File: src/hw/rtl/dppe_pkg.sv
// ----------------------------------------------------------------------------
// dppe_pkg: shared definitions for the debounced power path enable block
// Widths, register indexes, reset values, command codes and the register
// bank type shared by all modules of the block.
// ----------------------------------------------------------------------------
`default_nettype none

package dppe_pkg;

  // Width of each debounce counter.
  localparam int COUNT_WIDTH = 8;
  // Width of a tick threshold register.
  localparam int TICKS_WIDTH = 8;
  // Width used to compare a threshold against the counter range.
  localparam int CMP_WIDTH = (COUNT_WIDTH > TICKS_WIDTH) ? COUNT_WIDTH : TICKS_WIDTH;
  localparam logic [CMP_WIDTH-1:0] COUNT_MAX = CMP_WIDTH'((1 << COUNT_WIDTH) - 1);

  // Configuration port widths.
  localparam int CFG_INDEX_WIDTH = 3;
  localparam int CFG_DATA_WIDTH  = 8;

  // Register indexes.
  localparam logic [CFG_INDEX_WIDTH-1:0] REG_SP_LOW  = 3'd0;
  localparam logic [CFG_INDEX_WIDTH-1:0] REG_SP_HIGH = 3'd1;
  localparam logic [CFG_INDEX_WIDTH-1:0] REG_OK_LOW  = 3'd2;
  localparam logic [CFG_INDEX_WIDTH-1:0] REG_OK_HIGH = 3'd3;
  localparam logic [CFG_INDEX_WIDTH-1:0] REG_PG_LOW  = 3'd4;
  localparam logic [CFG_INDEX_WIDTH-1:0] REG_PG_HIGH = 3'd5;
  localparam logic [CFG_INDEX_WIDTH-1:0] REG_FORCE   = 3'd6;

  // Register reset values.
  localparam logic [TICKS_WIDTH-1:0] SP_TICKS_RST = 8'd2;
  localparam logic [TICKS_WIDTH-1:0] OK_TICKS_RST = 8'd1;
  localparam logic [TICKS_WIDTH-1:0] PG_TICKS_RST = 8'd2;

  // Item kinds.
  localparam logic FUNC_TICK = 1'b0;
  localparam logic FUNC_IRQ  = 1'b1;

  // Efuse power good commands.
  localparam logic [1:0] CMD_NONE    = 2'd0;
  localparam logic [1:0] CMD_RESET   = 2'd1;
  localparam logic [1:0] CMD_DISABLE = 2'd2;

  // Register bank contents.
  typedef struct packed {
    logic [TICKS_WIDTH-1:0] sp_low;
    logic [TICKS_WIDTH-1:0] sp_high;
    logic [TICKS_WIDTH-1:0] ok_low;
    logic [TICKS_WIDTH-1:0] ok_high;
    logic [TICKS_WIDTH-1:0] pg_low;
    logic [TICKS_WIDTH-1:0] pg_high;
    logic                   force_on;
  } cfg_t;

endpackage

`default_nettype wire

File: src/hw/rtl/dppe_if.sv
// ----------------------------------------------------------------------------
// dppe channel interfaces
// Valid/ready channels for input words, result words and register writes.
// ----------------------------------------------------------------------------
`default_nettype none

interface dppe_in_if;
  logic valid;
  logic ready;
  logic func;
  logic system_present_in;
  logic charge_ok_in;
  logic efuse_pg_in;

  modport source (output valid, func, system_present_in, charge_ok_in, efuse_pg_in,
                  input ready);
  modport sink (input valid, func, system_present_in, charge_ok_in, efuse_pg_in,
                output ready);
endinterface

interface dppe_out_if;
  logic       valid;
  logic       ready;
  logic       output_on;
  logic       ready_led;
  logic       powering_led;
  logic [1:0] efuse_pg_cmd;
  logic       system_present_level;
  logic       charge_ok_level;
  logic       efuse_pg_level;

  modport source (output valid, output_on, ready_led, powering_led, efuse_pg_cmd,
                  system_present_level, charge_ok_level, efuse_pg_level,
                  input ready);
  modport sink (input valid, output_on, ready_led, powering_led, efuse_pg_cmd,
                system_present_level, charge_ok_level, efuse_pg_level,
                output ready);
endinterface

interface dppe_cfg_if;
  logic                                 valid;
  logic                                 ready;
  logic [dppe_pkg::CFG_INDEX_WIDTH-1:0] index;
  logic [dppe_pkg::CFG_DATA_WIDTH-1:0]  data;

  modport source (output valid, index, data, input ready);
  modport sink (input valid, index, data, output ready);
endinterface

`default_nettype wire

File: src/hw/rtl/dppe_cfg_regs.sv
// ----------------------------------------------------------------------------
// dppe_cfg_regs: configuration register bank
// Holds the debounce thresholds and the force flag; writes are always taken.
// ----------------------------------------------------------------------------
`default_nettype none

module dppe_cfg_regs (
  input  wire logic          clk,
  input  wire logic          rst_n,
  dppe_cfg_if.sink           cfg_ch,
  output dppe_pkg::cfg_t     cfg
);

  dppe_pkg::cfg_t cfg_r;
  dppe_pkg::cfg_t cfg_nxt;
  logic           wr_en;

  assign cfg_ch.ready = 1'b1;
  assign wr_en        = cfg_ch.valid;
  assign cfg          = cfg_r;

  // Decode the register index; indexes past the list are ignored.
  always_comb begin
    cfg_nxt = cfg_r;
    if (wr_en) begin
      case (cfg_ch.index)
        dppe_pkg::REG_SP_LOW:  cfg_nxt.sp_low   = cfg_ch.data;
        dppe_pkg::REG_SP_HIGH: cfg_nxt.sp_high  = cfg_ch.data;
        dppe_pkg::REG_OK_LOW:  cfg_nxt.ok_low   = cfg_ch.data;
        dppe_pkg::REG_OK_HIGH: cfg_nxt.ok_high  = cfg_ch.data;
        dppe_pkg::REG_PG_LOW:  cfg_nxt.pg_low   = cfg_ch.data;
        dppe_pkg::REG_PG_HIGH: cfg_nxt.pg_high  = cfg_ch.data;
        dppe_pkg::REG_FORCE:   cfg_nxt.force_on = cfg_ch.data[0];
        default:               cfg_nxt = cfg_r;
      endcase
    end
  end

  always_ff @(posedge clk) begin
    if (!rst_n) begin
      cfg_r.sp_low   <= dppe_pkg::SP_TICKS_RST;
      cfg_r.sp_high  <= dppe_pkg::SP_TICKS_RST;
      cfg_r.ok_low   <= dppe_pkg::OK_TICKS_RST;
      cfg_r.ok_high  <= dppe_pkg::OK_TICKS_RST;
      cfg_r.pg_low   <= dppe_pkg::PG_TICKS_RST;
      cfg_r.pg_high  <= dppe_pkg::PG_TICKS_RST;
      cfg_r.force_on <= 1'b0;
    end else begin
      cfg_r <= cfg_nxt;
    end
  end

endmodule

`default_nettype wire

File: src/hw/rtl/dppe_tracker.sv
// ----------------------------------------------------------------------------
// dppe_tracker: asymmetric counter debouncer for one signal
// Keeps a debounced level and a saturating count for each sample level.
// ----------------------------------------------------------------------------
`default_nettype none

module dppe_tracker (
  input  wire logic                             clk,
  input  wire logic                             rst_n,
  input  wire logic                             en,
  input  wire logic                             sample,
  input  wire logic [dppe_pkg::TICKS_WIDTH-1:0] min_low,
  input  wire logic [dppe_pkg::TICKS_WIDTH-1:0] min_high,
  output logic                                  level,
  output logic                                  level_nxt
);

  logic [dppe_pkg::COUNT_WIDTH-1:0] lo_cnt_r, lo_cnt_nxt;
  logic [dppe_pkg::COUNT_WIDTH-1:0] hi_cnt_r, hi_cnt_nxt;
  logic                             level_r;
  logic [dppe_pkg::CMP_WIDTH-1:0]   lim_raw;
  logic [dppe_pkg::CMP_WIDTH-1:0]   lim;
  logic [dppe_pkg::CMP_WIDTH-1:0]   cnt;

  assign level = level_r;

  // Threshold for the sampled level, clamped to the counter range.
  assign lim_raw = sample ? dppe_pkg::CMP_WIDTH'(min_high) : dppe_pkg::CMP_WIDTH'(min_low);
  assign lim     = (lim_raw > dppe_pkg::COUNT_MAX) ? dppe_pkg::COUNT_MAX : lim_raw;
  assign cnt     = sample ? dppe_pkg::CMP_WIDTH'(hi_cnt_r) : dppe_pkg::CMP_WIDTH'(lo_cnt_r);

  // Count up to the threshold, then switch level and clear the other count.
  always_comb begin
    lo_cnt_nxt = lo_cnt_r;
    hi_cnt_nxt = hi_cnt_r;
    level_nxt  = level_r;
    if (en) begin
      if (cnt < lim) begin
        if (sample) begin
          hi_cnt_nxt = hi_cnt_r + dppe_pkg::COUNT_WIDTH'(1);
        end else begin
          lo_cnt_nxt = lo_cnt_r + dppe_pkg::COUNT_WIDTH'(1);
        end
      end else if (level_r != sample) begin
        level_nxt = sample;
        if (sample) begin
          lo_cnt_nxt = '0;
        end else begin
          hi_cnt_nxt = '0;
        end
      end
    end
  end

  always_ff @(posedge clk) begin
    if (!rst_n) begin
      lo_cnt_r <= '0;
      hi_cnt_r <= '0;
      level_r  <= 1'b0;
    end else begin
      lo_cnt_r <= lo_cnt_nxt;
      hi_cnt_r <= hi_cnt_nxt;
      level_r  <= level_nxt;
    end
  end

endmodule

`default_nettype wire

File: src/hw/rtl/debounced_power_path_enable_top.sv
// Path: an input word is taken into the input register, then moves into the
// result register, from which its result word is offered.
// Throughput: one word per cycle; the input register refills while the
// result register drains, so only output back-pressure stalls the block.
// Reset: synchronous active-low rst_n clears levels, counts, LEDs and the
// output enable, and loads the default thresholds.
// ----------------------------------------------------------------------------
// debounced_power_path_enable_top: debounced power path enable
// Debounces system present, charge ok and efuse power good, and derives the
// output enable, LEDs and efuse command for each tick or efuse interrupt.
// ----------------------------------------------------------------------------
`default_nettype none

module debounced_power_path_enable_top (
  input  wire logic    clk,
  input  wire logic    rst_n,
  dppe_in_if.sink      in_ch,
  dppe_out_if.source   out_ch,
  dppe_cfg_if.sink     cfg_ch
);

  dppe_pkg::cfg_t cfg;

  // Input register.
  logic s1_v_r, s1_v_nxt;
  logic func_r, sp_in_r, ok_in_r, pg_in_r;
  // Result register and power path status.
  logic       out_v_r, out_v_nxt;
  logic       output_r, output_nxt;
  logic       ready_led_r, ready_led_nxt;
  logic       powering_r, powering_nxt;
  logic [1:0] cmd_r, cmd_nxt;

  logic in_acc;
  logic adv;
  logic tick;
  logic enable;
  logic sp_lvl, sp_lvl_nxt;
  logic ok_lvl, ok_lvl_nxt;
  logic pg_lvl, pg_lvl_nxt;

  dppe_cfg_regs u_cfg (
    .clk    (clk),
    .rst_n  (rst_n),
    .cfg_ch (cfg_ch),
    .cfg    (cfg)
  );

  // Handshake: the stored word moves on when the result register is empty or its word is being taken.
  assign adv         = s1_v_r && (!out_v_r || out_ch.ready);
  assign in_ch.ready = !s1_v_r || adv;
  assign in_acc      = in_ch.valid && in_ch.ready;
  assign tick        = adv && (func_r == dppe_pkg::FUNC_TICK);

  dppe_tracker u_sp (
    .clk       (clk),
    .rst_n     (rst_n),
    .en        (tick),
    .sample    (sp_in_r),
    .min_low   (cfg.sp_low),
    .min_high  (cfg.sp_high),
    .level     (sp_lvl),
    .level_nxt (sp_lvl_nxt)
  );

  dppe_tracker u_ok (
    .clk       (clk),
    .rst_n     (rst_n),
    .en        (tick),
    .sample    (ok_in_r),
    .min_low   (cfg.ok_low),
    .min_high  (cfg.ok_high),
    .level     (ok_lvl),
    .level_nxt (ok_lvl_nxt)
  );

  dppe_tracker u_pg (
    .clk       (clk),
    .rst_n     (rst_n),
    .en        (adv),
    .sample    (pg_in_r),
    .min_low   (cfg.pg_low),
    .min_high  (cfg.pg_high),
    .level     (pg_lvl),
    .level_nxt (pg_lvl_nxt)
  );

  // Output enable, LEDs and efuse command for the word being finished.
  assign enable = (sp_lvl_nxt & ok_lvl_nxt) | cfg.force_on;

  always_comb begin
    output_nxt    = output_r;
    ready_led_nxt = ready_led_r;
    powering_nxt  = powering_r;
    cmd_nxt       = cmd_r;
    if (adv) begin
      cmd_nxt = dppe_pkg::CMD_NONE;
      if (func_r == dppe_pkg::FUNC_TICK) begin
        ready_led_nxt = ok_lvl_nxt;
        output_nxt    = enable;
        powering_nxt  = enable;
        cmd_nxt       = enable ? dppe_pkg::CMD_RESET : dppe_pkg::CMD_DISABLE;
      end else if (!pg_lvl_nxt) begin
        output_nxt   = 1'b0;
        powering_nxt = 1'b0;
      end
    end
  end

  // Valid flags of both stages.
  always_comb begin
    s1_v_nxt = s1_v_r;
    if (in_acc) begin
      s1_v_nxt = 1'b1;
    end else if (adv) begin
      s1_v_nxt = 1'b0;
    end
    out_v_nxt = out_v_r;
    if (adv) begin
      out_v_nxt = 1'b1;
    end else if (out_ch.ready) begin
      out_v_nxt = 1'b0;
    end
  end

  always_ff @(posedge clk) begin
    if (!rst_n) begin
      s1_v_r      <= 1'b0;
      out_v_r     <= 1'b0;
      output_r    <= 1'b0;
      ready_led_r <= 1'b0;
      powering_r  <= 1'b0;
      cmd_r       <= dppe_pkg::CMD_NONE;
    end else begin
      s1_v_r      <= s1_v_nxt;
      out_v_r     <= out_v_nxt;
      output_r    <= output_nxt;
      ready_led_r <= ready_led_nxt;
      powering_r  <= powering_nxt;
      cmd_r       <= cmd_nxt;
    end
  end

  // Input word payload.
  always_ff @(posedge clk) begin
    if (in_acc) begin
      func_r  <= in_ch.func;
      sp_in_r <= in_ch.system_present_in;
      ok_in_r <= in_ch.charge_ok_in;
      pg_in_r <= in_ch.efuse_pg_in;
    end
  end

  // The status registers only change when a word enters the result stage,
  // so they hold the pending result word's values.
  assign out_ch.valid                = out_v_r;
  assign out_ch.output_on            = output_r;
  assign out_ch.ready_led            = ready_led_r;
  assign out_ch.powering_led         = powering_r;
  assign out_ch.efuse_pg_cmd         = cmd_r;
  assign out_ch.system_present_level = sp_lvl;
  assign out_ch.charge_ok_level      = ok_lvl;
  assign out_ch.efuse_pg_level       = pg_lvl;

endmodule

`default_nettype wire
File: src/flat_wrapper.sv
// flat-port wrapper written by rule: the top's interface ports become plain ports
module debounced_power_path_enable_top_flat 
  (clk, rst_n, in_ch_valid, in_ch_func, in_ch_system_present_in, in_ch_charge_ok_in, in_ch_efuse_pg_in, in_ch_ready, out_ch_valid, out_ch_output_on, out_ch_ready_led, out_ch_powering_led, out_ch_efuse_pg_cmd, out_ch_system_present_level, out_ch_charge_ok_level, out_ch_efuse_pg_level, out_ch_ready, cfg_ch_valid, cfg_ch_index, cfg_ch_data, cfg_ch_ready);
  dppe_in_if in_ch_i ();
  dppe_out_if out_ch_i ();
  dppe_cfg_if cfg_ch_i ();
  input  wire logic clk;
  input  wire logic rst_n;
  input wire logic [$bits(in_ch_i.valid)-1:0] in_ch_valid;
  input wire logic [$bits(in_ch_i.func)-1:0] in_ch_func;
  input wire logic [$bits(in_ch_i.system_present_in)-1:0] in_ch_system_present_in;
  input wire logic [$bits(in_ch_i.charge_ok_in)-1:0] in_ch_charge_ok_in;
  input wire logic [$bits(in_ch_i.efuse_pg_in)-1:0] in_ch_efuse_pg_in;
  output wire logic [$bits(in_ch_i.ready)-1:0] in_ch_ready;
  output wire logic [$bits(out_ch_i.valid)-1:0] out_ch_valid;
  output wire logic [$bits(out_ch_i.output_on)-1:0] out_ch_output_on;
  output wire logic [$bits(out_ch_i.ready_led)-1:0] out_ch_ready_led;
  output wire logic [$bits(out_ch_i.powering_led)-1:0] out_ch_powering_led;
  output wire logic [$bits(out_ch_i.efuse_pg_cmd)-1:0] out_ch_efuse_pg_cmd;
  output wire logic [$bits(out_ch_i.system_present_level)-1:0] out_ch_system_present_level;
  output wire logic [$bits(out_ch_i.charge_ok_level)-1:0] out_ch_charge_ok_level;
  output wire logic [$bits(out_ch_i.efuse_pg_level)-1:0] out_ch_efuse_pg_level;
  input wire logic [$bits(out_ch_i.ready)-1:0] out_ch_ready;
  input wire logic [$bits(cfg_ch_i.valid)-1:0] cfg_ch_valid;
  input wire logic [$bits(cfg_ch_i.index)-1:0] cfg_ch_index;
  input wire logic [$bits(cfg_ch_i.data)-1:0] cfg_ch_data;
  output wire logic [$bits(cfg_ch_i.ready)-1:0] cfg_ch_ready;
  assign in_ch_i.valid = in_ch_valid;
  assign in_ch_i.func = in_ch_func;
  assign in_ch_i.system_present_in = in_ch_system_present_in;
  assign in_ch_i.charge_ok_in = in_ch_charge_ok_in;
  assign in_ch_i.efuse_pg_in = in_ch_efuse_pg_in;
  assign in_ch_ready = in_ch_i.ready;
  assign out_ch_valid = out_ch_i.valid;
  assign out_ch_output_on = out_ch_i.output_on;
  assign out_ch_ready_led = out_ch_i.ready_led;
  assign out_ch_powering_led = out_ch_i.powering_led;
  assign out_ch_efuse_pg_cmd = out_ch_i.efuse_pg_cmd;
  assign out_ch_system_present_level = out_ch_i.system_present_level;
  assign out_ch_charge_ok_level = out_ch_i.charge_ok_level;
  assign out_ch_efuse_pg_level = out_ch_i.efuse_pg_level;
  assign out_ch_i.ready = out_ch_ready;
  assign cfg_ch_i.valid = cfg_ch_valid;
  assign cfg_ch_i.index = cfg_ch_index;
  assign cfg_ch_i.data = cfg_ch_data;
  assign cfg_ch_ready = cfg_ch_i.ready;
  debounced_power_path_enable_top u_core (.clk(clk), .rst_n(rst_n), .in_ch(in_ch_i), .out_ch(out_ch_i), .cfg_ch(cfg_ch_i));
endmodule
File: config.mk
export PLATFORM = sky130hd
export DESIGN_NAME = debounced_power_path_enable_top_flat
export DESIGN_NICKNAME = d
export VERILOG_FILES = /design/src/hw/rtl/dppe_pkg.sv /design/src/hw/rtl/dppe_if.sv /design/src/hw/rtl/dppe_cfg_regs.sv /design/src/hw/rtl/dppe_tracker.sv /design/src/hw/rtl/debounced_power_path_enable_top.sv /design/src/flat_wrapper.sv
export SDC_FILE = /design/constraint.sdc
export NUM_CORES = 1
export LEC_CHECK = 0
export ABC_AREA = 1
export BUFFER_PORTS_ARGS = -buffer_cell sky130_fd_sc_hd__buf_2
export CORE_UTILIZATION = 50
export DETAILED_ROUTE_END_ITERATION = 7
export PLACE_DENSITY = 0.73
export SYNTH_ARGS = -nofsm -noshare
export SYNTH_HDL_FRONTEND = slang
export SYNTH_SLANG_ARGS = --single-unit
export TNS_END_PERCENT = 100
File: constraint.sdc
create_clock -name clk -period 5.86 [get_ports clk]
set_clock_uncertainty 0.1 [all_clocks]
set_input_delay 0.586 -clock clk [delete_from_list [all_inputs] [get_ports clk]]
set_output_delay 0.586 -clock clk [all_outputs]
set_load 0.05 [all_outputs]
==> metrics.txt <==
Setup Viol. Count Final=0; global-route wire length before repair=roughly 22 mm; largest net degree at the start of global routing=56; Synth top area share=35.9%; Hold Crit Class=in2reg; Layout area overhead=8.42%; initial antenna violation count=0; synthesized area per cell=around 7.0 um^2; htree depth=3; most frequent cell after synthesis=nand2_1; Post-CTS Setup Bufs=0; synth top area cells=dfxtp_1, nand2_1, nor2_1; drc violations=0; ys flop type=dfxtp_1; Setup crit end kind=register; routed via count=approximately 5200; fill count=approximately 1100; status=complete, no violations; CTS tree=built; Vias/cell=a little over 5; Synth Warn #=0; Routed Antenna Nets=0; # rows=39; io pins=31; Starting Density=51.6%; Multi-input gate area=between 3000 and 4000 um^2; Slew @ Worst Pin=approximately 0.85 ns; Worst EP required=roughly 6 ns; CP max-delay cell=edfxtp_1; ant diodes=0; 1st-pass router iterations=6; DRT iter0 DRCs=263; Clock Pin Slew Worst Setup and Hold Paths=roughly 0.070 ns; final worst path period share=56.5%; FF+latch count, synth=110; DIE AREA=around 12000 um^2; register area=approximately 2200 um^2; GRT Total Usage=about 22%; Critical Path, Cell by Cell=inv_4, o21ai_0, ha_1, a21oi_1, nor2_1, a211oi_1, nand2_2, nor2_1, inv_1, nand2_2, inv_2, nand2_2, nand2_1, a21oi_1; FMAX=approximately 300 MHz; CP max FO=27; max_cap viols=0; later-pin clock latency in the skew report=0.35 ns; fin nets=about 900; Pins Over Slew Limit=0; core outline area=11500 um^2; Max clock buf depth=2; Post-Syn Nets=slightly below 900; Mapped Cells=848; register area share after synthesis=37.9%; GPL Wtd Cong=a little under 0.9; clock sink total=110; Critical Path Source Type=register; post-synth top area cell=dfxtp_1; Root Buffer=clkbuf_16; maximum VDD drop=between 0.15 and 0.2 mV; Distinct cells, synth=38; EDFF count, synth=4; critical path arrival=between 3 and 4 ns; crit-path most repeated cell=nand2_2; post-layout min period=about 3.3 ns; unrepaired setup endpoints after global routing=no; post-CTS sizing=0; CP Class=reg2reg; Pleak=around 0.0028 uW; vias in the first global route=about 4600; max incr delay on CP=roughly 0.90 ns; CTS Buf Count=9; Post-synth ARST share=0%; setup TNS=0 ns; PortBufs=29; Post-Route WL=approximately 13 mm; Rel. slew slack=a little over two fifths; layout cell share with drive strength beyond 1=8.85%; total chip power=between 1500 and 2000 uW; P per Cell Area=between 200 and 250 nW/um^2; HPWL Detailed=9.43 mm; area of the mapped netlist=roughly 5900 um^2; Overflow after GRT=0; # hold bufs at CTS=0; final hold vios=0; die height=about 110 um; Wirelength per Cell=12.8 um; Synth top cells by count=nand2_1, nor2_1, dfxtp_1; Die X=between 100 and 150 um
[routing by layer]
metal	global-route usage, %	vias up	routed length (um)
li1	-	2767	-
met1	30.5	2336	6480
met2	35.7	84	5920
met3	4.37	8	476
met4	5.51	0	131
met5	0	-	0
[sequential cells by signal, summed over array words and instances, names as in the netlist]
name	count
u_core.u_pg.lo_cnt_r	8
u_core.u_cfg.cfg	49
u_core.u_sp.level	1
u_core.s1_v_r	1
u_core.out_ch.ready_led	1
u_core.u_pg.hi_cnt_r	8
u_core.func_r	1
u_core.u_ok.lo_cnt_r	8
u_core.out_ch.output_on	1
u_core.ok_in_r	1
u_core.u_sp.lo_cnt_r	8
u_core.u_ok.hi_cnt_r	8
u_core.out_ch.efuse_pg_cmd	2
u_core.u_ok.level	1
u_core.u_pg.level	1
u_core.out_ch.valid	1
u_core.u_sp.hi_cnt_r	8
u_core.sp_in_r	1
u_core.pg_in_r	1
[power breakdown]
part / internal, uW / switching (uW)
sequential: 770 / 18.5
clock: 303 / 277
combinational: 39.5 / 92.8
[placed cells by master (no fill, tap or decap), types with 2 or more instances in the layout]
| master | count |
|---|---|
| xnor2_1 | 9 |
| a211oi_1 | 3 |
| clkbuf_16 | 9 |
| o21ai_0 | 70 |
| buf_2 | 29 |
| nand2_4 | 5 |
| ha_1 | 27 |
| mux2i_1 | 14 |
| edfxtp_1 | 4 |
| clkinv_2 | 2 |
| inv_1 | 68 |
| nand2_1 | 205 |
| nand3_2 | 2 |
| nand2_2 | 9 |
| nor3b_1 | 4 |
| nor3_1 | 12 |
| nand3_1 | 36 |
| dfxtp_1 | 106 |
| nor2_1 | 130 |
| nand4_1 | 11 |
| clkbuf_1 | 2 |
| buf_4 | 2 |
| a21oi_1 | 68 |
| inv_2 | 7 |
| clkinv_4 | 2 |
| nor2_4 | 3 |
| xor2_1 | 18 |
[cells by family (layout without fill, tap and decap cells)]
| family | count (synthesis) | after routing | synth area share [%] |
|---|---|---|---|
| AO/OA/AOI/OAI | 145 | 145 | 12.5 |
| XOR/XNOR | 28 | 28 | 4.27 |
| adder cells (fa/ha/maj) | 27 | 27 | 5.71 |
| buffers and inverters | 103 | 125 | 7.02 |
| flip-flops | 110 | 110 | 37.9 |
| multiplexers | 14 | 14 | 2.37 |
| other | 1 | 1 | 0.0634 |
| AND/OR/NAND/NOR | 420 | 420 | 30.1 |
[layout make-up]
cell class	instances	area share, %
clock inverters	4	0.488
multi-input cells	635	50.8
clock buffers	12	3.84
repair buffers	31	2.50
inverters	78	4.62
flip-flops and latches	110	35.0
well taps	143	2.79
[worst max-delay path, delay by kind of cell (launching register included)]
| kind | cells | cell delay, ns |
|---|---|---|
| flip-flops | 1 | 0.90 |
| AO/OA/AOI/OAI | 4 | 0.82 |
| AND/OR/NAND/NOR | 6 | 0.86 |
| buffers and inverters | 3 | 0.25 |
| adder cells (fa/ha/maj) | 1 | 0.28 |
[metrics by stage]
stage	hold slack (ns)	util [%]	area (um^2)	instances	setup WS [ns]
after floorplan	0.328	-	5920	848	3.10
after global placement	0.345	53.5	6140	997	2.63
after detailed placement	0.342	53.5	6140	997	2.59
after CTS	0.295	55.9	6410	1013	2.58
after global routing	0.301	55.9	6410	1013	2.08
final	0.307	55.9	6410	1013	2.55
[final timing paths]
kind | start | endpoint | slack [ns] | cells after the start
setup reg to reg | u_core.ok_in_r | u_core.u_ok.hi_cnt_r[0] | 2.55 | 14
hold / removal | in_ch_efuse_pg_in | u_core.pg_in_r | 0.31 | 1
setup / recovery | u_core.ok_in_r | u_core.u_ok.hi_cnt_r[0] | 2.55 | 14
hold reg to reg | u_core.u_cfg.cfg[21] | u_core.u_cfg.cfg[21] | 0.36 | 2
Note: power is estimated with default switching activity, not from simulation.
